$ cat config.mk
export PLATFORM = sky130hd
export DESIGN_NAME = oets_fifo
export DESIGN_NICKNAME = d
export VERILOG_FILES = /design/src/oets_pkg.sv /design/src/oets_fifo.sv
export SDC_FILE = /design/constraint.sdc
export NUM_CORES = 1
export LEC_CHECK = 0
export ABC_AREA = 1
export BUFFER_PORTS_ARGS = -buffer_cell sky130_fd_sc_hd__buf_2
export CORE_MARGIN = 1
export CORE_UTILIZATION = 55
export CTS_CLUSTER_DIAMETER = 150
export CTS_CLUSTER_SIZE = 16
export DETAILED_ROUTE_END_ITERATION = 7
export PLACE_DENSITY = 0.83
export SETUP_SLACK_MARGIN = 0.2
export SLEW_MARGIN = 40
export SYNTH_ARGS = -nofsm -noshare
export SYNTH_HDL_FRONTEND = slang
export SYNTH_SLANG_ARGS = --single-unit
$ cat constraint.sdc
create_clock -name aclk -period 5.7 [get_ports aclk]
set_input_delay 0.57 -clock aclk [delete_from_list [all_inputs] [get_ports aclk]]
set_output_delay 0.57 -clock aclk [all_outputs]
set_load 0.005 [all_outputs]
$ cat src/oets_pkg.sv
// oets_pkg: shared widths, sizes and the queue entry type of the odd-even
// transposition sorter
// no dependencies

package oets_pkg;

    localparam int MAX_ELEMS   = 64;
    localparam int VALUE_W     = 32;
    localparam int QUEUE_DEPTH = 2;

    // one entry between the front and the back
    typedef struct packed {
        logic [VALUE_W-1:0] value;
        logic               keep;     // value fits in the store
        logic               last;     // closes the set
        logic               ovf;      // some value of this set was dropped
    } entry_t;

endpackage

$ cat src/oets_fifo.sv
// oets_fifo: short queue of entries between the front and the back
// depends on oets_pkg

module oets_fifo (
    input  logic              aclk,
    input  logic              aresetn,
    input  logic              push,
    input  oets_pkg::entry_t  push_entry,
    output logic              full,
    input  logic              pop,
    output oets_pkg::entry_t  pop_entry,
    output logic              empty
);

    localparam int DEPTH = oets_pkg::QUEUE_DEPTH;
    localparam int AW    = (DEPTH > 1) ? $clog2(DEPTH) : 1;
    localparam int CW    = $clog2(DEPTH + 1);

    oets_pkg::entry_t mem_reg [DEPTH];
    logic [AW-1:0]    wr_ptr_reg, wr_ptr_next;
    logic [AW-1:0]    rd_ptr_reg, rd_ptr_next;
    logic [CW-1:0]    fill_reg, fill_next;
    logic             do_push, do_pop;

    assign full      = fill_reg == CW'(DEPTH);
    assign empty     = fill_reg == '0;
    assign do_push   = push && !full;
    assign do_pop    = pop && !empty;
    assign pop_entry = mem_reg[rd_ptr_reg];

    always_comb begin
        wr_ptr_next = wr_ptr_reg;
        rd_ptr_next = rd_ptr_reg;
        fill_next   = fill_reg;
        if (do_push) begin
            wr_ptr_next = (wr_ptr_reg == AW'(DEPTH - 1)) ? '0 : wr_ptr_reg + AW'(1);
        end
        if (do_pop) begin
            rd_ptr_next = (rd_ptr_reg == AW'(DEPTH - 1)) ? '0 : rd_ptr_reg + AW'(1);
        end
        if (do_push && !do_pop) begin
            fill_next = fill_reg + CW'(1);
        end else if (do_pop && !do_push) begin
            fill_next = fill_reg - CW'(1);
        end
    end

    always_ff @(posedge aclk) begin
        if (!aresetn) begin
            wr_ptr_reg <= '0;
            rd_ptr_reg <= '0;
            fill_reg   <= '0;
        end else begin
            wr_ptr_reg <= wr_ptr_next;
            rd_ptr_reg <= rd_ptr_next;
            fill_reg   <= fill_next;
        end
    end

    always_ff @(posedge aclk) begin
        if (do_push) begin
            mem_reg[wr_ptr_reg] <= push_entry;
        end
    end

endmodule

Yosys cells after proc, flatten, opt, wreduce, memory -nomap -nowiden

Memory sizes are Yosys's and may differ from the RTL's. A register that Yosys moved wholly into a read port is not among the register bits.
Index checks and enable logic that the tools add are counted.
W data, S select, Z words.

Add/sub/neg operators: 4
Eq/ne operators: 1
Muxes and demuxes: 8
Reduce and logical (&&, ||, !) cells: 10

Operators with widths:

| operator              | count |
|---|---|
| $mux W1               | 6 |
| $logic_and A1 B1 Y1   | 4 |
| $logic_not A1 Y1      | 4 |
| $mux W2               | 2 |
| $add A1 B1 Y1 const B | 2 |
| $add A2 B1 Y2 const B | 1 |
| $eq A2 B2 Y1 const B  | 1 |
| $logic_not A2 Y1      | 1 |
| $reduce_bool A2 Y1    | 1 |
| $sub A2 B1 Y2 const B | 1 |

Register bits: 4
Bits in writable memories: 70
Input port bits: 39
Output and inout bits: 37
Memories kept: 1

Memories:

| memory  | words | width | rd ports | clocked after memory_dff | wr ports | RTL line        | RTL |
|---|---|---|---|---|---|---|---|
| mem_reg | 2     | 35    | 1        | 1                        | 1        | oets_fifo.sv:19 | `oets_pkg::entry_t mem_reg [DEPTH];` |

Depth between registers and ports, before layout

Gate-level depths: netlist of the first run.

Depth after elaboration: 7
Depth in mapped cells: 10
Depth with buffers taken out: 10

Worst setup path before layout of the first run

Ideal clock, no wire load.

Path kind: input to register
Start point: in push
End point: mem mem_reg[1][0] (netlist name), enable pin
Setup time: 0.427 ns
Data arrival time: 2.115 ns
Data required time: 5.273 ns
Slack: 3.158 ns
Stages on the path: 2
Path through: o21ai_2 nor2_1

Cells in the longest elaborated chain, start to end: 3

Ends and longest elaborated chain:

| what                          | RTL line        | RTL |
|---|---|---|
| start, declared               | oets_fifo.sv:7  | `input logic push,` |
| $logic_and A1 B1 Y1           | oets_fifo.sv:27 | `assign do_push = push && !full;` |
| $mux W1                       | oets_fifo.sv:61 | `if (do_push) begin` |
| $mux W1 (not written as such) | oets_fifo.sv:62 | `mem_reg[wr_ptr_reg] <= push_entry;` |
| end, declared                 | oets_fifo.sv:19 |  |

No other way between the ends.

==> results of run 1 <==
## layout make-up
| type | instances | area, µm² |
|---|---|---|
| Sequential cell | 75 | 2206 |
| Fill cell | 345 | 1506 |
| Multi-Input combinational cell | 59 | 633.1 |
| Timing Repair Buffer | 79 | 485.5 |
| Clock buffer | 13 | 138.9 |
| Tap cell | 70 | 87.58 |
| Inverter | 9 | 33.78 |
| Clock inverter | 3 | 16.27 |
## worst paths after layout
path	to	slack (ns)	cells after the start
worst max-delay path	pop_entry[18]	3.49	2
worst max register to register	fill_reg[1]	4.14	9
worst min-delay path	mem_reg[0][14]	0.42	1
worst min register to register	flip-flop	0.53	2
## cell usage in the layout, fill, tap and decap left out
cell type | Yosys | layout
buf_2 | 0 | 75
edfxtp_1 | 70 | 70
mux2_4 | 30 | 30
inv_1 | 9 | 9
nor2_1 | 11 | 9
clkbuf_8 | 0 | 9
nand2_1 | 6 | 6
mux2_2 | 5 | 5
clkbuf_1 | 0 | 4
dfxtp_1 | 5 | 4
buf_16 | 0 | 4
nor2_4 | 0 | 2
o21ai_0 | 2 | 2
o21ai_2 | 1 | 1
a21oi_1 | 1 | 1
nand3_1 | 1 | 1
nand4_1 | 1 | 1
ha_1 | 1 | 1
dfxtp_4 | 0 | 1
clkinvlp_4 | 0 | 1
clkinv_1 | 0 | 1
clkinv_2 | 0 | 1
## kinds of logic after synthesis
logic type,Yosys count,synth area share [%]
DFF,75,75.28
muxes,35,17.32
and+or+nand+nor,19,2.566
buffers and inverters,13,3.593
AOI/OAI and AO/OA,4,0.8126
adders and majority gates,1,0.4276
## worst max-delay path, cell delays in order (launching register included)
cell	delay (ns)
dfxtp_4	0.77
mux2_2	0.41
buf_2	0.13
## per-stage QoR
step                hold slack [ns]  instance area, µm²
finish                       0.4181                3601
global placement             0.4810                3333
floorplan                    0.4669                2925
detailed placement           0.5024                3446
CTS                          0.4029                3601
global route                 0.4026                3601
## routing by layer
layer | wire length, µm | global-route usage (%)
met5 | 0 | 0
met4 | 89 | 11.32
met3 | 263 | 5.622
met2 | 2260 | 30.03
met1 | 1865 | 18.58
## power breakdown
part	leakage [nW]	internal (mW)	total (mW)	switching, mW
clock network	0.0751	0.157	0.331	0.174
registers	0.695	0.697	0.758	0.0607
logic	0.670	0.218	0.363	0.145
total	1.44	1.07	1.45	0.380
==> summary.txt, run 1 <==
Placement
  – Number of instances in the placed design: 292
  – Place WS: 3.830 ns
  – DP Wirelength: 2.971 mm
  – Routability cong.: 0.7619
  – Buffers on Ports: 75

STA
  – Fin Clk Skew: 0.008252 ns
  – Slew Limit Fails: 0
  – RSZ-0062 raised after global routing: no
  – Tmin final: 2.206 ns
  – Final Hold Fails: 0
  – Final setup violation count: 0
  – Final period util: 38.71%
  – Worst rel slew slack: 58.20%
  – Fmax: 453.2 MHz
  – Setup TNS: 0 ns
  – Setup WS post-layout: 3.494 ns
  – Measured slew at the worst slew-check pin: 0.6270 ns

Yosys
  – #FFs+latches synth: 75
  – Synth top area cells: edfxtp_1 72%, mux2_4 15%, dfxtp_1 3.4%
  – Top cell type's share of synthesized area: 71.86%
  – Most frequent cells after synthesis: 70 x edfxtp_1, 30 x mux2_4, 11 x nor2_1, 9 x inv_1, 6 x nand2_1
  – Most common cell in the netlist: edfxtp_1
  – Netlist cell types: 15
  – Mean Syn Cell Area: 19.90 µm²
  – Ys Warns: 0
  – Cell count after synthesis: 147
  – Seq/Total Area, Yosys: 75.28%
  – Post-Syn Area: 2925 µm²
  – EDFF count, synth: 70
  – Leading area contributor after synthesis: edfxtp_1
  – Ys flop type: edfxtp_1
  – Syn nets: 187
  – Ys async rst share: 0%

Cells and area
  – Area grow syn2layout: 23.10%
  – Layout Cells excl Fill: 308
  – Layout cells sized above 1: 54.20%
  – Antenna cell count: 0
  – Max reg flops: 70
  – Post-layout util: 70.50%
  – Final layout net count: 273

Drt
  – Residual DRC: 0
  – Pre-antenna DRT Iters: 4
  – Via density: 4.808
  – Via count: 1481
  – Routed wire per std cell: 14.54 µm
  – Wirelength, routed: 4.478 mm
  – DRT iter0 DRCs: 80
  – ANT nets after route: 0

Pwr
  – Total power: 1.451 mW
  – Max rail drop VDD: 0.2513 mV
  – Power per Cell Area: 403.1 nW/µm²
  – Leakage: 1.440 nW

Die
  – CORE AREA: 5107 µm²
  – Die X-Extent: 74.93 µm
  – Die Area: 5615 µm²
  – Io pins: 76
  – Row count: 26
  – Die H: 74.93 µm
  – Starting density of the core: 57.28%

GRT
  – Total congestion overflow: 0
  – Global-route wire length before repair: 6.699 mm
  – Vias in the first global route: 1499
  – Initial antenna violation count: 0
  – Largest net degree at the start of global routing: 36
  – All-Layer GR Usage: 17.49%

Worst hold path
  – Hold Startpoint: push_entry[14]
  – Min-delay worst type: input port to flip-flop

CTS
  – Clock sink count: 75
  – CTS max path bufs: 2
  – Clock-pin slew on the worst setup and hold paths: 0.07 ns
  – Post_cts resized: 0
  – Post-CTS repair timing setup buffer count: 0
  – H-Tree Depth: 3
  – Worst-Skew Late Latency: 0.34 ns
  – CTS buffer count: 9
  – CTS tree: yes
  – CTS Hold Bufs: 0
  – CTS root buffer: clkbuf_8

Critical path
  – Crit Reg-Reg Startpoint: fill_reg[1]
  – Crit Path Class: flip-flop to output pin
  – Worst setup EP type: output pin
  – Largest fanout on the critical path: 35
  – WP data arrival: 1.64 ns
  – CP Launch Type: flip-flop
  – CP required: 5.13 ns

Flow run
  – Max-Cap Viols: 0

Outcome
  – Status: completed
Power figures use the tool's default switching activity.
==> run 2, diff against run 1 <==
CORE_UTILIZATION = 47   (was 55)
PLACE_DENSITY = 0.75   (was 0.83)
clock period = 1.9 ns   (was 5.7 ns; I/O delays follow)
==> run 2 against run 1 <==
  * Clock skew down 0.0011 ns
  * Critical endpoint unchanged
  * Global-route usage shrank 2.9 points
  * Die area is 17% higher
  * Total power grew to 3.0 times the previous value
  * Highest routed layer unchanged
  * Count of clock-buffer cells in the layout down 4
==> summary.txt, run 2 (synthesis gave the netlist of run 1 again) <==
Cells and area
  – Post-layout util: 60.78% (was 70.50%)
  – Max reg flops: 70 (unchanged)
  – Filler Cell Count: 494 (was 345)
  – Final layout net count: 275 (was 273)
  – Commonest non-fill, non-tap cell in the layout: buf_2 (unchanged)
  – Antenna cell count: 0 (unchanged)
  – Layout cells sized above 1: 56.25% (was 54.20%)
  – Most frequent cells in the layout: 75 x buf_2, 70 x edfxtp_1, 30 x mux2_4 (unchanged)
  – Area grow syn2layout: 23.74% (was 23.10%)
  – Layout Cells excl Fill: 315 (was 308)
  – Reg area: 2206 µm² (unchanged)
  – Area of the multi-input gates: 640.6 µm² (was 633.1 µm²)

Drt
  – DRT iter0 DRCs: 77 (was 80)
  – Routed wire per std cell: 14.45 µm (was 14.54 µm)
  – Via density: 4.733 (was 4.808)
  – Via count: 1491 (was 1481)
  – Pre-antenna DRT Iters: 4 (unchanged)
  – Residual DRC: 0 (unchanged)
  – Wirelength, routed: 4.552 mm (was 4.478 mm)
  – ANT nets after route: 0 (unchanged)

GRT
  – Initial antenna violation count: 0 (unchanged)
  – Global-route wire length before repair: 6.796 mm (was 6.699 mm)
  – Total congestion overflow: 0 (unchanged)
  – Largest net degree at the start of global routing: 27 (was 36)
  – Vias in the first global route: 1480 (was 1499)
  – All-Layer GR Usage: 14.58% (was 17.49%)

Pwr
  – Total power: 4.413 mW (was 1.451 mW)
  – Power per Cell Area: 1219 nW/µm² (was 403.1 nW/µm²)
  – Max rail drop VDD: 0.7327 mV (was 0.2513 mV)
  – Leakage: 1.439 nW (was 1.440 nW)

STA
  – Fmax: 652.5 MHz
  – Final period util: 80.66%
  – Tmin final: 1.533 ns
  – Final Hold Fails: 0 (unchanged)
  – Setup TNS: 0 ns (unchanged)
  – RSZ-0062 raised after global routing: no (unchanged)
  – Fin Clk Skew: 0.007164 ns (was 0.008252 ns)
  – Worst rel slew slack: 77.30% (was 58.20%)
  – Measured slew at the worst slew-check pin: 0.3397 ns (was 0.6270 ns)
  – Setup WS post-layout: 0.3674 ns (was 3.494 ns)
  – Final setup violation count: 0 (unchanged)
  – Slew Limit Fails: 0 (unchanged)

CTS
  – Worst-Skew Late Latency: 0.33 ns (was 0.34 ns)
  – H-Tree Depth: 3 (unchanged)
  – CTS root buffer: clkbuf_8 (unchanged)
  – Clock-pin slew on the worst setup and hold paths: 0.08 ns (was 0.07 ns)
  – CTS tree: yes (unchanged)
  – CTS buffer count: 9 (unchanged)
  – Clock sink count: 75 (unchanged)
  – CTS Hold Bufs: 0 (unchanged)
  – CTS max path bufs: 2 (unchanged)

Placement
  – Place WS: 0.3330 ns (was 3.830 ns)
  – DP Wirelength: 3.224 mm (was 2.971 mm)
  – Buffers on Ports: 75 (unchanged)
  – Number of instances in the placed design: 297 (was 292)
  – Routability cong.: 0.7533 (was 0.7619)

Worst hold path
  – Min-delay worst type: input port to flip-flop (unchanged)
  – Hold Startpoint: push_entry[10] (was push_entry[14])
  – Hold path cells: 1 (unchanged)
  – Hold Path End: mem_reg[0][10] (was mem_reg[0][14])

Outcome
  – Status: completed (unchanged)

Critical path
  – R2R depth: 9 (unchanged)
  – FF-to-FF setup slack: 0.37 ns (was 4.14 ns)
  – Crit Reg-Reg Startpoint: fill_reg[1] (unchanged)
  – Crit Path Class: flip-flop to output pin (unchanged)
  – Worst R2R End: fill_reg[1] (unchanged)
  – Largest fanout on the critical path: 12 (was 35)
  – CP Launch Type: flip-flop (unchanged)
  – CP required: 1.71 ns (was 5.13 ns)
  – WP data arrival: 1.34 ns (was 1.64 ns)
  – Worst setup EP type: output pin (unchanged)

Die
  – Starting density of the core: 49.12% (was 57.28%)
  – Row count: 28 (was 26)
  – Die X-Extent: 80.89 µm (was 74.93 µm)
  – Die Area: 6543 µm² (was 5615 µm²)
  – Die H: 80.89 µm (was 74.93 µm)
  – Io pins: 76 (unchanged)
  – CORE AREA: 5956 µm² (was 5107 µm²)

Flow run
  – Max-Cap Viols: 0 (unchanged)
## run 2: cell type report
| cell class | instances | share of cell area (%) |
|---|---|---|
| flip-flops and latches | 75 | 60.94 |
| repair buffers | 81 | 13.00 |
| inverters | 9 | 0.9333 |
| clock inverters | 7 | 1.417 |
| well taps | 75 | 2.592 |
| clock buffers | 9 | 3.422 |
| multi-input cells | 59 | 17.70 |
## run 2: worst max-delay path by stage
stage / from / to / slack [ns] / cells after the start
3_3_place_gp: fill_reg[1] / fill_reg[1] / 0.45 / 9
2_1_floorplan: fill_reg[0] / mem_reg[0][0] / 0.09 / 2
6_report: flip-flop / pop_entry[18] / 0.37 / 3
4_1_cts: fill_reg[1] / fill_reg[1] / 0.31 / 9
5_1_grt: fill_reg[0] / fill_reg[1] / 0.22 / 9
3_5_place_dp: fill_reg[1] / fill_reg[1] / 0.33 / 9
## run 2: per-layer routing
metal	share of wire, %	GRT usage (%)	wire, µm	up-vias
met4	1.2	7.500	55	0
met5	0	0	0	-
met3	6.0	4.045	274	7
li1	-	-	-	725
met1	40	16.43	1834	709
met2	52	25.21	2387	50
## run 2: report_power, final
| group | total (mW) | internal (mW) | switching (mW) |
|---|---|---|---|
| logic | 1.18 | 0.653 | 0.528 |
| clock network | 1.05 | 0.477 | 0.572 |
| registers | 2.18 | 2.09 | 0.0917 |
## run 2: through the flow
step / instance area [µm²] / hold slack [ns]
after floorplan: 2930 / 0.2889
after global placement: 3420 / 0.3776
after detailed placement: 3420 / 0.3816
after CTS: 3612 / 0.02419
after global routing: 3620 / 0.02364
final: 3620 / 0.04363
## run 2: timing repair
action | CTS | global route
hold endpoints to repair | 0 | 0
endpoints found under the setup margin | 26 | 1
gates cloned | 0 | 0
gates resized for setup | 1 | 1
buffers inserted | 2 | 0
## run 2: worst max-delay path, stage by stage, from the launching register on
cell and delay [ns]:
dfxtp_4 0.39, buf_12 0.15, mux2_2 0.34, buf_2 0.13
