--- src/oets_pkg.sv ---
// oets_pkg: shared widths, sizes and the queue entry type of the odd-even
// transposition sorter
// no dependencies

package oets_pkg;

    localparam int MAX_ELEMS   = 64;
    localparam int VALUE_W     = 32;
    localparam int QUEUE_DEPTH = 2;

    // one entry between the front and the back
    typedef struct packed {
        logic [VALUE_W-1:0] value;
        logic               keep;     // value fits in the store
        logic               last;     // closes the set
        logic               ovf;      // some value of this set was dropped
    } entry_t;

endpackage

--- src/oets_front.sv ---
// oets_front: accepts input words, counts the set and marks dropped values
// depends on oets_pkg

module oets_front #(
    parameter int MAX_ELEMS = oets_pkg::MAX_ELEMS
) (
    input  logic                           aclk,
    input  logic                           aresetn,
    input  logic                           s_tvalid,
    output logic                           s_tready,
    input  logic [oets_pkg::VALUE_W-1:0]   s_tdata,
    input  logic                           s_tlast,
    input  logic                           q_full,
    output logic                           q_push,
    output oets_pkg::entry_t               q_entry
);

    localparam int CW = $clog2(MAX_ELEMS + 1);

    logic [CW-1:0] count_reg, count_next;
    logic          ovf_reg, ovf_next;
    logic          keep;

    assign s_tready = !q_full;
    assign q_push   = s_tvalid && !q_full;
    assign keep     = count_reg < CW'(MAX_ELEMS);

    always_comb begin
        q_entry.value = s_tdata;
        q_entry.keep  = keep;
        q_entry.last  = s_tlast;
        q_entry.ovf   = ovf_reg || !keep;
    end

    always_comb begin
        count_next = count_reg;
        ovf_next   = ovf_reg;
        if (q_push) begin
            if (s_tlast) begin
                count_next = '0;
                ovf_next   = 1'b0;
            end else begin
                if (keep) begin
                    count_next = count_reg + CW'(1);
                end
                ovf_next = ovf_reg || !keep;
            end
        end
    end

    always_ff @(posedge aclk) begin
        if (!aresetn) begin
            count_reg <= '0;
            ovf_reg   <= 1'b0;
        end else begin
            count_reg <= count_next;
            ovf_reg   <= ovf_next;
        end
    end

endmodule

--- config.mk ---
export PLATFORM = sky130hd
export DESIGN_NAME = oets_front
export DESIGN_NICKNAME = d
export VERILOG_FILES = /design/src/oets_pkg.sv /design/src/oets_front.sv
export SDC_FILE = /design/constraint.sdc
export NUM_CORES = 1
export LEC_CHECK = 0
export ABC_AREA = 1
export BUFFER_PORTS_ARGS = -buffer_cell sky130_fd_sc_hd__buf_2
export CAP_MARGIN = 20
export CORE_ASPECT_RATIO = 1.75
export CORE_MARGIN = 2
export CORE_UTILIZATION = 30
export DETAILED_ROUTE_END_ITERATION = 8
export PLACE_DENSITY = 0.71
export REMOVE_ABC_BUFFERS = 1
export SLEW_MARGIN = 10
export SYNTH_ARGS = -nofsm -noshare
export SYNTH_HDL_FRONTEND = slang
export SYNTH_SLANG_ARGS = --single-unit
export TNS_END_PERCENT = 20
--- constraint.sdc ---
create_clock -name aclk -period 2.59 [get_ports aclk]
set_input_delay 0.518 -clock aclk [delete_from_list [all_inputs] [get_ports aclk]]
set_output_delay 0.518 -clock aclk [all_outputs]
set_load 0.05 [all_outputs]
=== Yosys cells after proc, flatten, opt, wreduce, memory -nomap -nowiden ===
Cells that the tools add are included.

* Add/sub/neg operators: 1
* Magnitude comparators: 1
* Mux-type cells: 3
* Reduce and logical (&&, ||, !) cells: 6

{| class="wikitable"
|+ Operators by type and width
! kind !! count
|-
| $mux 7 || 2
|-
| $add 7x1->7 const B || 1
|-
| $lt 7x7->1 const B || 1
|-
| $logic_not 1->1 || 2
|-
| $reduce_and 2->1 || 1
|-
| $reduce_bool 2->1 || 1
|-
| $logic_and 1x1->1 || 1
|-
| $logic_or 1x1->1 || 1
|-
| $mux 1 || 1
|}

* Register bits: 8
* Input port bits: 37
* Output and inout bits: 37

=== Longest topological paths before layout ===
Gate-level depths: netlist of run 1.

* Depth in word-level cells: 4
* Mapped depth: 7
* Depth with buffers taken out: 7

=== Worst setup path after synthesis of run 1 ===
Ideal clock, no wire load.

* Path type: input port to output port
* Start: in s_tvalid
* End: out q_push
* Arrival time: 0.844 ns
* Data required time: 2.072 ns
* Setup slack: 1.228 ns
* Cell stages on the path: 2
* Buffers on the path: 0
* Path through: inv_2 nor2_4

* Cells in the longest elaborated chain, start to end: 1

{| class="wikitable"
|+ RTL lines
! element !! line !! text
|-
| start, declared || oets_front.sv:9 || <nowiki>input logic s_tvalid,</nowiki>
|-
| $logic_and 1x1->1 || oets_front.sv:25 || <nowiki>assign q_push = s_tvalid && !q_full;</nowiki>
|-
| end, declared || oets_front.sv:14 || <nowiki>output logic q_push,</nowiki>
|}

Every way passes these cells.

=== Worst setup path in the final report of run 1 ===
* Start: in q_full
* End: out q_push

* Cells in the longest elaborated chain, start to end: 2

{| class="wikitable"
|+ RTL lines
! element !! line !! text
|-
| start, declared || oets_front.sv:13 || <nowiki>input logic q_full,</nowiki>
|-
| $logic_not 1->1 || oets_front.sv:25 ||
|-
| $logic_and 1x1->1 || oets_front.sv:25 ||
|}

Every way passes these cells.

==> results.json, run 1 <==
{
  "status": "finished clean",
  "reg2regPathDepth": 5,
  "grt_use_total_pct": 15.5,
  "syn_area_um2": 686,
  "layout_setup_ws_ps": 1010,
  "cts.clk_slew.worst_paths_ps": 50,
  "reg2reg_setup_slack_ps": 1500,
  "tns_ps": 0,
  "synth.ff_latch_count": 8,
  "clkSinkCount": 8,
  "r2r_start": "count_reg[1]$_SDFFE_PN0P_",
  "post-place-ws_ps": 1000,
  "cts_hold_buf": 0,
  "dp_hpwl_um": 1790,
  "cts_buffer_depth": 2,
  "cts_root_buffer": "clkbuf_4",
  "maxSlewHeadroom_pct": 83.3,
  "wl_per_cell_um": 20.1,
  "antenna_found_initial": 0,
  "syn_inst": 96,
  "ant_nets": 0,
  "start_util_pct": 32.3,
  "synth_top_area_share_pct": 37.2,
  "gp_congestion": 0.679,
  "clock_latency_ps": 250,
  "grt_pass1_vias": 466,
  "crit_arrival_ps": 1060,
  "worst_pin_slew_ps": 252,
  "drc": 0,
  "ir_drop_v": 0.000147,
  "viasPerCell": 4.81,
  "yosysMostFrequentCell": "buf_4",
  "layout-drive-gt1-share_pct": 31.1,
  "fin_worst_skew_ps": 3.30,
  "drt_wl_total_um": 1970,
  "rsz0062_at_grt": "false",
  "fp.coreArea_mm2": 0.00212,
  "die-area_mm2": 0.00270,
  "vias": 471,
  "crit_end": "q_push",
  "fillers": 228,
  "cts.repair.resized": 0,
  "place_inst": 95,
  "startpoint_type": "input port",
  "drt-initial-drc-count": 3,
  "cp.required_ps": 2070,
  "syn_to_final_growth_pct": -23.0,
  "numPortBuffers": 9,
  "max_freq_ghz": 0.632,
  "grt_overflow": 0,
  "num_rows": 22,
  "synth_top_area_cell": "buf_4",
  "tritoncts": "done",
  "utilization_pct": 24.9,
  "synth.top_cells.by_area": "buf_4 (37%), dfxtp_1 (23%), nand2_1 (6.6%)",
  "post-route-period-util_pct": 61.1,
  "synth_cell_type_count": 18,
  "synthTopCellsByCount": "buf_4 (34), nand2_1 (12), inv_1 (9)",
  "end_kind": "output port",
  "largest_register_ffs": 7,
  "r2r_end": "count_reg[4]$_SDFFE_PN0P_",
  "synth.avg_cell_area_um2": 7.14,
  "synth_seq_area_share_pct": 23.4,
  "synth_edf_count": 0,
  "drv_cap": 0,
  "io_pins": 74,
  "post_cts_buffers": 0,
  "cts.htree.levels": 1,
  "stdcell_count": 98,
  "ys.flop_type": "dfxtp_1",
  "yosysWarnings": 0,
  "layout.nets": 114,
  "grt_pass1_wl_um": 2610,
  "finalMaxSlewViolations": 0,
  "hold_path.class": "reg -> reg",
  "power_density_mw_per_mm2": 478,
  "async_flop_share_pct": 0,
  "firstDrtPassIters": 4,
  "crit_path_start": "q_full",
  "crit_type": "in -> out",
  "numCtsBuffers": 3,
  "finalHoldWorstSlack_ps": 460,
  "hold_viol": 0,
  "grt_max_degree": 8,
  "chipHeight_um": 67.2,
  "antenna-diode-count": 0,
  "cp_max_fo": 3,
  "die_x_um": 40.1,
  "p_leak_nw": 0.221,
  "setup_viol": 0,
  "period_needed_ps": 1580
}
[power by group]
| part | internal (mW) | total [mW] | switching [mW] |
|---|---|---|---|
| combinational | 0.00907 | 0.0323 | 0.0232 |
| clock | 0.0530 | 0.0944 | 0.0414 |
| sequential | 0.125 | 0.126 | 0.00106 |
[cells in the final DEF, fill, tap and decap left out, drive strengths merged]
cell type	count
a21boi	1
a21oi	4
buf	9
clkbuf	3
dfxtp	8
ha	1
inv	13
nand2	14
nand3	4
nand4	1
nor2	10
nor3	3
o21ai	3
[stage by stage]
| stage | total power [mW] | cell area, um2 |
|---|---|---|
| floorplan | 0.148 | 430 |
| global placement | 0.160 | 505 |
| detailed placement | 0.161 | 505 |
| CTS | 0.256 | 528 |
| global route | 0.268 | 528 |
| finish | 0.252 | 528 |
[routing by layer]
layer | routed length [um] | vias to the layer above | track usage, %
li1 | - | 219 | -
met1 | 517 | 198 | 10.7
met2 | 877 | 52 | 24.4
met3 | 561 | 2 | 18.8
met4 | 13 | 0 | 5.17
met5 | 0 | - | 0
[area by class of cell]
cell class / instances / area [um2] / share of cell area [%]
multi-input combinational: 41 / 221 / 41.9
tap: 24 / 30.0 / 5.69
inverter: 13 / 48.8 / 9.24
timing repair buffer: 9 / 45.0 / 8.53
sequential: 8 / 160 / 30.3
clock buffer: 3 / 22.5 / 4.27
[worst min path at each step]
stage	from	endpoint	slack, ps	cells after the start
global route	ovf_reg$_SDFFE_PN0P_	ovf_reg$_SDFFE_PN0P_	480	2
detailed placement	ovf_reg$_SDFFE_PN0P_	ovf_reg$_SDFFE_PN0P_	460	2
floorplan	ovf_reg$_SDFFE_PN0P_	ovf_reg$_SDFFE_PN0P_	430	2
finish	ovf_reg$_SDFFE_PN0P_	ovf_reg$_SDFFE_PN0P_	460	2
CTS	ovf_reg$_SDFFE_PN0P_	ovf_reg$_SDFFE_PN0P_	470	2
global placement	ovf_reg$_SDFFE_PN0P_	ovf_reg$_SDFFE_PN0P_	450	2
[cell families after synthesis]
group           after synthesis  synth area share [%]
buf+inv                      47                  44.3
flops                         8                  23.4
compound gates                8                  7.30
simple gates                 32                  23.2
fa+ha+maj                     1                  1.82
[worst max-delay path: stages]
cell and delay (ps):
buf_2 120, nor2_4 140, buf_2 280
No activity file was read; power rests on OpenSTA's default activity.
==> inputs of run 2 (changes only) <==
--- a/config.mk
+++ b/config.mk
@@ -5,14 +5,14 @@
 export SDC_FILE = /design/constraint.sdc
 export NUM_CORES = 1
 export LEC_CHECK = 0
-export ABC_AREA = 1
+export ABC_AREA = 0
 export BUFFER_PORTS_ARGS = -buffer_cell sky130_fd_sc_hd__buf_2
 export CAP_MARGIN = 20
 export CORE_ASPECT_RATIO = 1.75
 export CORE_MARGIN = 2
 export CORE_UTILIZATION = 30
 export DETAILED_ROUTE_END_ITERATION = 8
-export PLACE_DENSITY = 0.71
+export PLACE_DENSITY = 0.74
 export REMOVE_ABC_BUFFERS = 1
 export SLEW_MARGIN = 10
 export SYNTH_ARGS = -nofsm -noshare
==> constraint.sdc (replaced) <==
create_clock -name aclk -period 1.3 [get_ports aclk]
set_input_delay 0.26 -clock aclk [delete_from_list [all_inputs] [get_ports aclk]]
set_output_delay 0.26 -clock aclk [all_outputs]
set_load 0.05 [all_outputs]
==> run 2 against run 1 <==
Register-to-register slack got worse by 1500 ps. Die area is 0.67% higher. Largest power group is now the clock network. Design area is 9.2% higher. Power is 150% higher. Area after synthesis is 0.73% higher. Sequential power increased by 100%. Sequential cell count unchanged. Critical path type is now reg -> out. Global-route usage is 0.12 points lower.
==> results.json, run 2 <==
{
  "fillers": 256,
  "fp.coreArea_mm2": 0.00224,
  "cts.clk_slew.worst_paths_ps": 40,
  "synthTopCellsByCount": "buf_4 (34), dfxtp_1 (8), inv_1 (6)",
  "hold_path.class": "in -> reg",
  "synth_edf_count": 0,
  "vias": 450,
  "crit_chain": "or2_2 -> buf_6",
  "drc": 0,
  "yosysMostFrequentCell": "buf_4",
  "synth.ff_latch_count": 8,
  "finalInstanceArea_um2": 577,
  "ant_nets": 0,
  "final_common_cell": "buf_2",
  "tns_ps": 0,
  "period_needed_ps": 1260,
  "cp.required_ps": 1040,
  "dpl_cell_area_um2": 504,
  "worst_pin_slew_ps": 334,
  "cts_buffer_depth": 2,
  "place_inst": 83,
  "io_pins": 74,
  "rsz0062_at_grt": "true",
  "fin_worst_skew_ps": 2.63,
  "viasPerCell": 5.23,
  "synth_cell_type_count": 26,
  "maxSlewHeadroom_pct": 77.5,
  "finalMaxSlewViolations": 0,
  "grt_pass1_vias": 412,
  "dp_hpwl_um": 1770,
  "cts_root_buffer": "clkbuf_8",
  "numCtsBuffers": 3,
  "async_flop_share_pct": 0,
  "firstDrtPassIters": 4,
  "synth.top_cells.by_area": "buf_4 (37%), dfxtp_1 (23%), mux2i_1 (4.3%)",
  "seq_area_um2": 166,
  "grt_pass1_wl_um": 2600,
  "largest_register_ffs": 7,
  "layout-drive-gt1-share_pct": 36.1,
  "yosysWarnings": 0,
  "syn_to_final_growth_pct": -16.5,
  "syn_area_um2": 691,
  "gp_congestion": 0.813,
  "drt-initial-drc-count": 9,
  "numPortBuffers": 9,
  "die_x_um": 40.3,
  "synth_top_area_share_pct": 37.0,
  "power_density_mw_per_mm2": 1080,
  "start_util_pct": 30.8,
  "crit_arrival_ps": 1000,
  "post-place-ws_ps": -19.5,
  "cp_max_fo": 5,
  "drv_cap": 0,
  "drt_wl_total_um": 2020,
  "hold_viol": 0,
  "stdcell_count": 86,
  "p_leak_nw": 0.222,
  "reg2reg_setup_slack_ps": 50,
  "crit_slowest_cell": "dfxtp_2",
  "slowest_delay_ps": 330,
  "clock_latency_ps": 240,
  "wl_per_cell_um": 23.5,
  "ir_drop_v": 0.000605,
  "synth_top_area_cell": "buf_4",
  "synth_seq_area_share_pct": 23.2,
  "grt_use_total_pct": 15.4,
  "utilization_pct": 25.7,
  "die-area_mm2": 0.00272,
  "setup_viol": 0,
  "max_freq_ghz": 0.795,
  "ys.flop_type": "dfxtp_1",
  "startpoint_type": "flip-flop",
  "tritoncts": "done",
  "antenna-diode-count": 0,
  "synth.avg_cell_area_um2": 8.22,
  "cts_hold_buf": 0,
  "status": "finished clean",
  "post-route-period-util_pct": 96.8,
  "antenna_found_initial": 0,
  "finalHoldWorstSlack_ps": 334,
  "num_rows": 23,
  "grt_max_degree": 10,
  "clkSinkCount": 8,
  "mostFrequentLayoutCells": "buf_2 (8), inv_1 (6), dfxtp_1 (5)",
  "layout.nets": 101,
  "crit_type": "reg -> out",
  "cts.htree.levels": 1,
  "grt_overflow": 0,
  "power.total_mw": 0.620,
  "end_kind": "output port",
  "chipHeight_um": 67.5,
  "syn_inst": 84,
  "layout_setup_ws_ps": 42.0,
  "multi_input_area_um2": 256
}
==> run 2: cell type report <==
class                      count  share of cell area (%)
clock buffer                   3                    7.16
inverter                       6                    3.90
multi-input combinational     34                    44.5
sequential                     8                    28.9
tap                           25                    5.42
timing repair buffer          10                    10.2
==> run 2: path summary, 6_finish.rpt <==
check             depth (start not counted)                   endpoint                       from
setup / recovery                          2                 q_entry[0]  count_reg[6]$_SDFFE_PN0P_
hold / removal                            2  count_reg[1]$_SDFFE_PN0P_                    aresetn
setup reg to reg                          4  count_reg[2]$_SDFFE_PN0P_  count_reg[0]$_SDFFE_PN0P_
hold reg to reg                           2       ovf_reg$_SDFFE_PN0P_       ovf_reg$_SDFFE_PN0P_
==> run 2: what timing repair did <==
action	CTS	global route
endpoints found under the setup margin	3	4
buffers inserted	0	0
gates cloned	0	0
gates resized for setup	2	7
==> run 2: per-layer routing <==
layer	track usage, %	wire length (um)
met2	21.2	805
met5	5.00	0
met4	7.50	31
met1	12.5	550
met3	18.1	629
==> run 2: logic make-up (layout without fill, tap and decap cells) <==
| kind of cell | count (synthesis) | count (layout) | synth area share [%] |
|---|---|---|---|
| AOI/OAI and AO/OA | 8 | 8 | 7.61 |
| adders and majority gates | 1 | 1 | 1.81 |
| buffers and inverters | 42 | 19 | 42.4 |
| DFF | 8 | 8 | 23.2 |
| muxes | 3 | 3 | 4.35 |
| and+or+nand+nor | 22 | 22 | 20.7 |
==> run 2: power by group <==
part / switching, mW / internal [mW]
sequential: 0.00333 / 0.248
clock: 0.106 / 0.201
combinational: 0.0412 / 0.0202
total: 0.150 / 0.470
==> run 2: critical path, delay by kind of cell (launching register included) <==
family / cells / cell delay, ps
DFF: 1 / 330
buffers and inverters: 1 / 160
and+or+nand+nor: 1 / 280
==> inputs of run 3 (changes only) <==
--- a/config.mk
+++ b/config.mk
@@ -12,7 +12,7 @@
 export CORE_MARGIN = 2
 export CORE_UTILIZATION = 30
 export DETAILED_ROUTE_END_ITERATION = 8
-export PLACE_DENSITY = 0.74
+export PLACE_DENSITY = 0.71
 export REMOVE_ABC_BUFFERS = 1
 export SLEW_MARGIN = 10
 export SYNTH_ARGS = -nofsm -noshare
==> constraint.sdc (replaced) <==
create_clock -name aclk -period 1.19 [get_ports aclk]
set_input_delay 0.238 -clock aclk [delete_from_list [all_inputs] [get_ports aclk]]
set_output_delay 0.238 -clock aclk [all_outputs]
set_load 0.05 [all_outputs]
==> run 3 against run 2 <==
The run now ends with negative setup slack left. Count of clock-buffer cells in the layout unchanged. Cell count is 4.7% higher. Die area unchanged. Non-clock buffer count grew 4. Sequential power grew 9.1%. Design area is 10% higher. Largest power group unchanged.
==> results.json, run 3 (same netlist as run 2, synthesis figures left out) <==
{
  "status": "complete, but fails checks",
  "violations": "negative setup slack",
  "largest_register_ffs": 7,
  "worst_pin_slew_ps": 270,
  "clkSinkCount": 8,
  "drt_wl_total_um": 2090,
  "antenna_found_initial": 0,
  "p_comb_share_pct": 10.9,
  "reg2regPathDepth": 4,
  "layout-drive-gt1-share_pct": 49.2,
  "dp_hpwl_um": 1790,
  "die-area_mm2": 0.00272,
  "crit_type": "reg -> reg",
  "start_util_pct": 30.8,
  "period_needed_ps": 1210,
  "fillers": 254,
  "drv_cap": 0,
  "numPortBuffers": 9,
  "min_path_cells": 2,
  "grt_pass1_wl_um": 2660,
  "finalHoldWorstSlack_ps": 322,
  "gp_congestion": 0.818,
  "grt_pass1_vias": 418,
  "post-route-period-util_pct": 101,
  "drc": 0,
  "cts.htree.levels": 1,
  "post-place-ws_ps": -91.7,
  "startpoint_type": "flip-flop",
  "chipHeight_um": 67.5,
  "crit_arrival_ps": 1370,
  "hold_path.class": "in -> reg",
  "num_rows": 23,
  "power_density_mw_per_mm2": 1060,
  "seq_area_um2": 165,
  "cts_root_buffer": "clkbuf_8",
  "cp_max_fo": 3,
  "ant_nets": 0,
  "cts_buffer_depth": 2,
  "tritoncts": "done",
  "clock_latency_ps": 230,
  "grt_overflow": 0,
  "antenna-diode-count": 0,
  "seqPwrFrac_pct": 40.9,
  "clkPwrFrac_pct": 48.2,
  "finalMaxSlewViolations": 0,
  "die_x_um": 40.3,
  "cp.required_ps": 1350,
  "max_freq_ghz": 0.828,
  "p_leak_nw": 0.248,
  "ir_drop_v": 0.000624,
  "drt-initial-drc-count": 5,
  "end_kind": "flip-flop",
  "cts.clk_slew.worst_paths_ps": 40,
  "fp.coreArea_mm2": 0.00224,
  "viasPerCell": 5.17,
  "io_pins": 74,
  "swShare_pct": 23.1,
  "layout_setup_ws_ps": -17.4,
  "mostFrequentLayoutCells": "buf_2 (7), buf_4 (5)",
  "grt_use_total_pct": 15.9,
  "rsz0062_at_grt": "true",
  "firstDrtPassIters": 3,
  "grt_max_degree": 10,
  "syn_to_final_growth_pct": -8.15,
  "setup_viol": 1,
  "numCtsBuffers": 3,
  "hold_viol": 0,
  "wl_per_cell_um": 23.2,
  "layout.nets": 105,
  "vias": 465,
  "maxSlewHeadroom_pct": 81.9,
  "final_common_cell": "buf_2",
  "p_int_mw": 0.517,
  "switchingPower_mw": 0.155,
  "fin_worst_skew_ps": 1.48,
  "multi_input_area_um2": 273
}
[run 3: cell count changes in the layout (fill, tap and decap cells not counted), moves of 2 or more]
cell	change
dfxtp_2	+2
nor4_1	-2
nor4_2	+2
buf_4	+4
inv_1	-2
[run 3: per-layer routing]
layer | wire length, um | GRT usage, % | vias up
li1 | - | - | 208
met2 | 873 | 22.2 | 48
met3 | 607 | 17.8 | 4
met1 | 563 | 12.9 | 205
met5 | 0 | 5.00 | -
met4 | 42 | 8.75 | 0
[run 3: worst paths after layout]
path	startpoint	end	slack, ps
worst min register to register	ovf_reg$_SDFFE_PN0P_	ovf_reg$_SDFFE_PN0P_	460
worst max-delay path	count_reg[0]$_SDFFE_PN0P_	count_reg[2]$_SDFFE_PN0P_	-20
worst max register to register	count_reg[0]$_SDFFE_PN0P_	count_reg[2]$_SDFFE_PN0P_	-20
worst min-delay path	aresetn	count_reg[1]$_SDFFE_PN0P_	320
[run 3: area by class of cell]
class | count | area share [%]
Clock buffer | 3 | 6.51
Inverter | 6 | 3.94
Multi-Input combinational cell | 34 | 43.0
Sequential cell | 8 | 26.0
Tap cell | 25 | 4.93
Timing Repair Buffer | 14 | 15.6
[run 3: critical path, cell delays in order (launching register included)]
cell,delay (ps)
dfxtp_2,340
ha_4,160
inv_4,40
or4_4,470
a21oi_2,130
[run 3: per-stage QoR]
| step | cells | area [um2] | total power, mW | utilization (%) | setup TNS [ps] |
|---|---|---|---|---|---|
| after floorplan | 48 | 420 | 0.314 | - | -50.7 |
| after global placement | 86 | 527 | 0.347 | 23.5 | -127 |
| after detailed placement | 86 | 527 | 0.349 | 23.5 | -234 |
| after CTS | 89 | 592 | 0.683 | 26.4 | -56.9 |
| after global routing | 90 | 634 | 0.709 | 28.3 | -111 |
| final | 90 | 634 | 0.672 | 28.3 | -17.4 |
[run 3: power groups by stage]
stage,clock [mW],sequential (mW),combinational (mW)
floorplan,0,0.278,0.0359
global placement,0,0.278,0.0691
detailed placement,0,0.278,0.0712
CTS,0.336,0.275,0.0724
global route,0.353,0.275,0.0802
finish,0.324,0.275,0.0732
[run 3: repair_timing]
item	CTS	global route
gates cloned	0	0
pin swaps	2	3
setup buffers	0	1
resized for setup	8	11
hold buffers	0	0
setup endpoints to repair	4	6
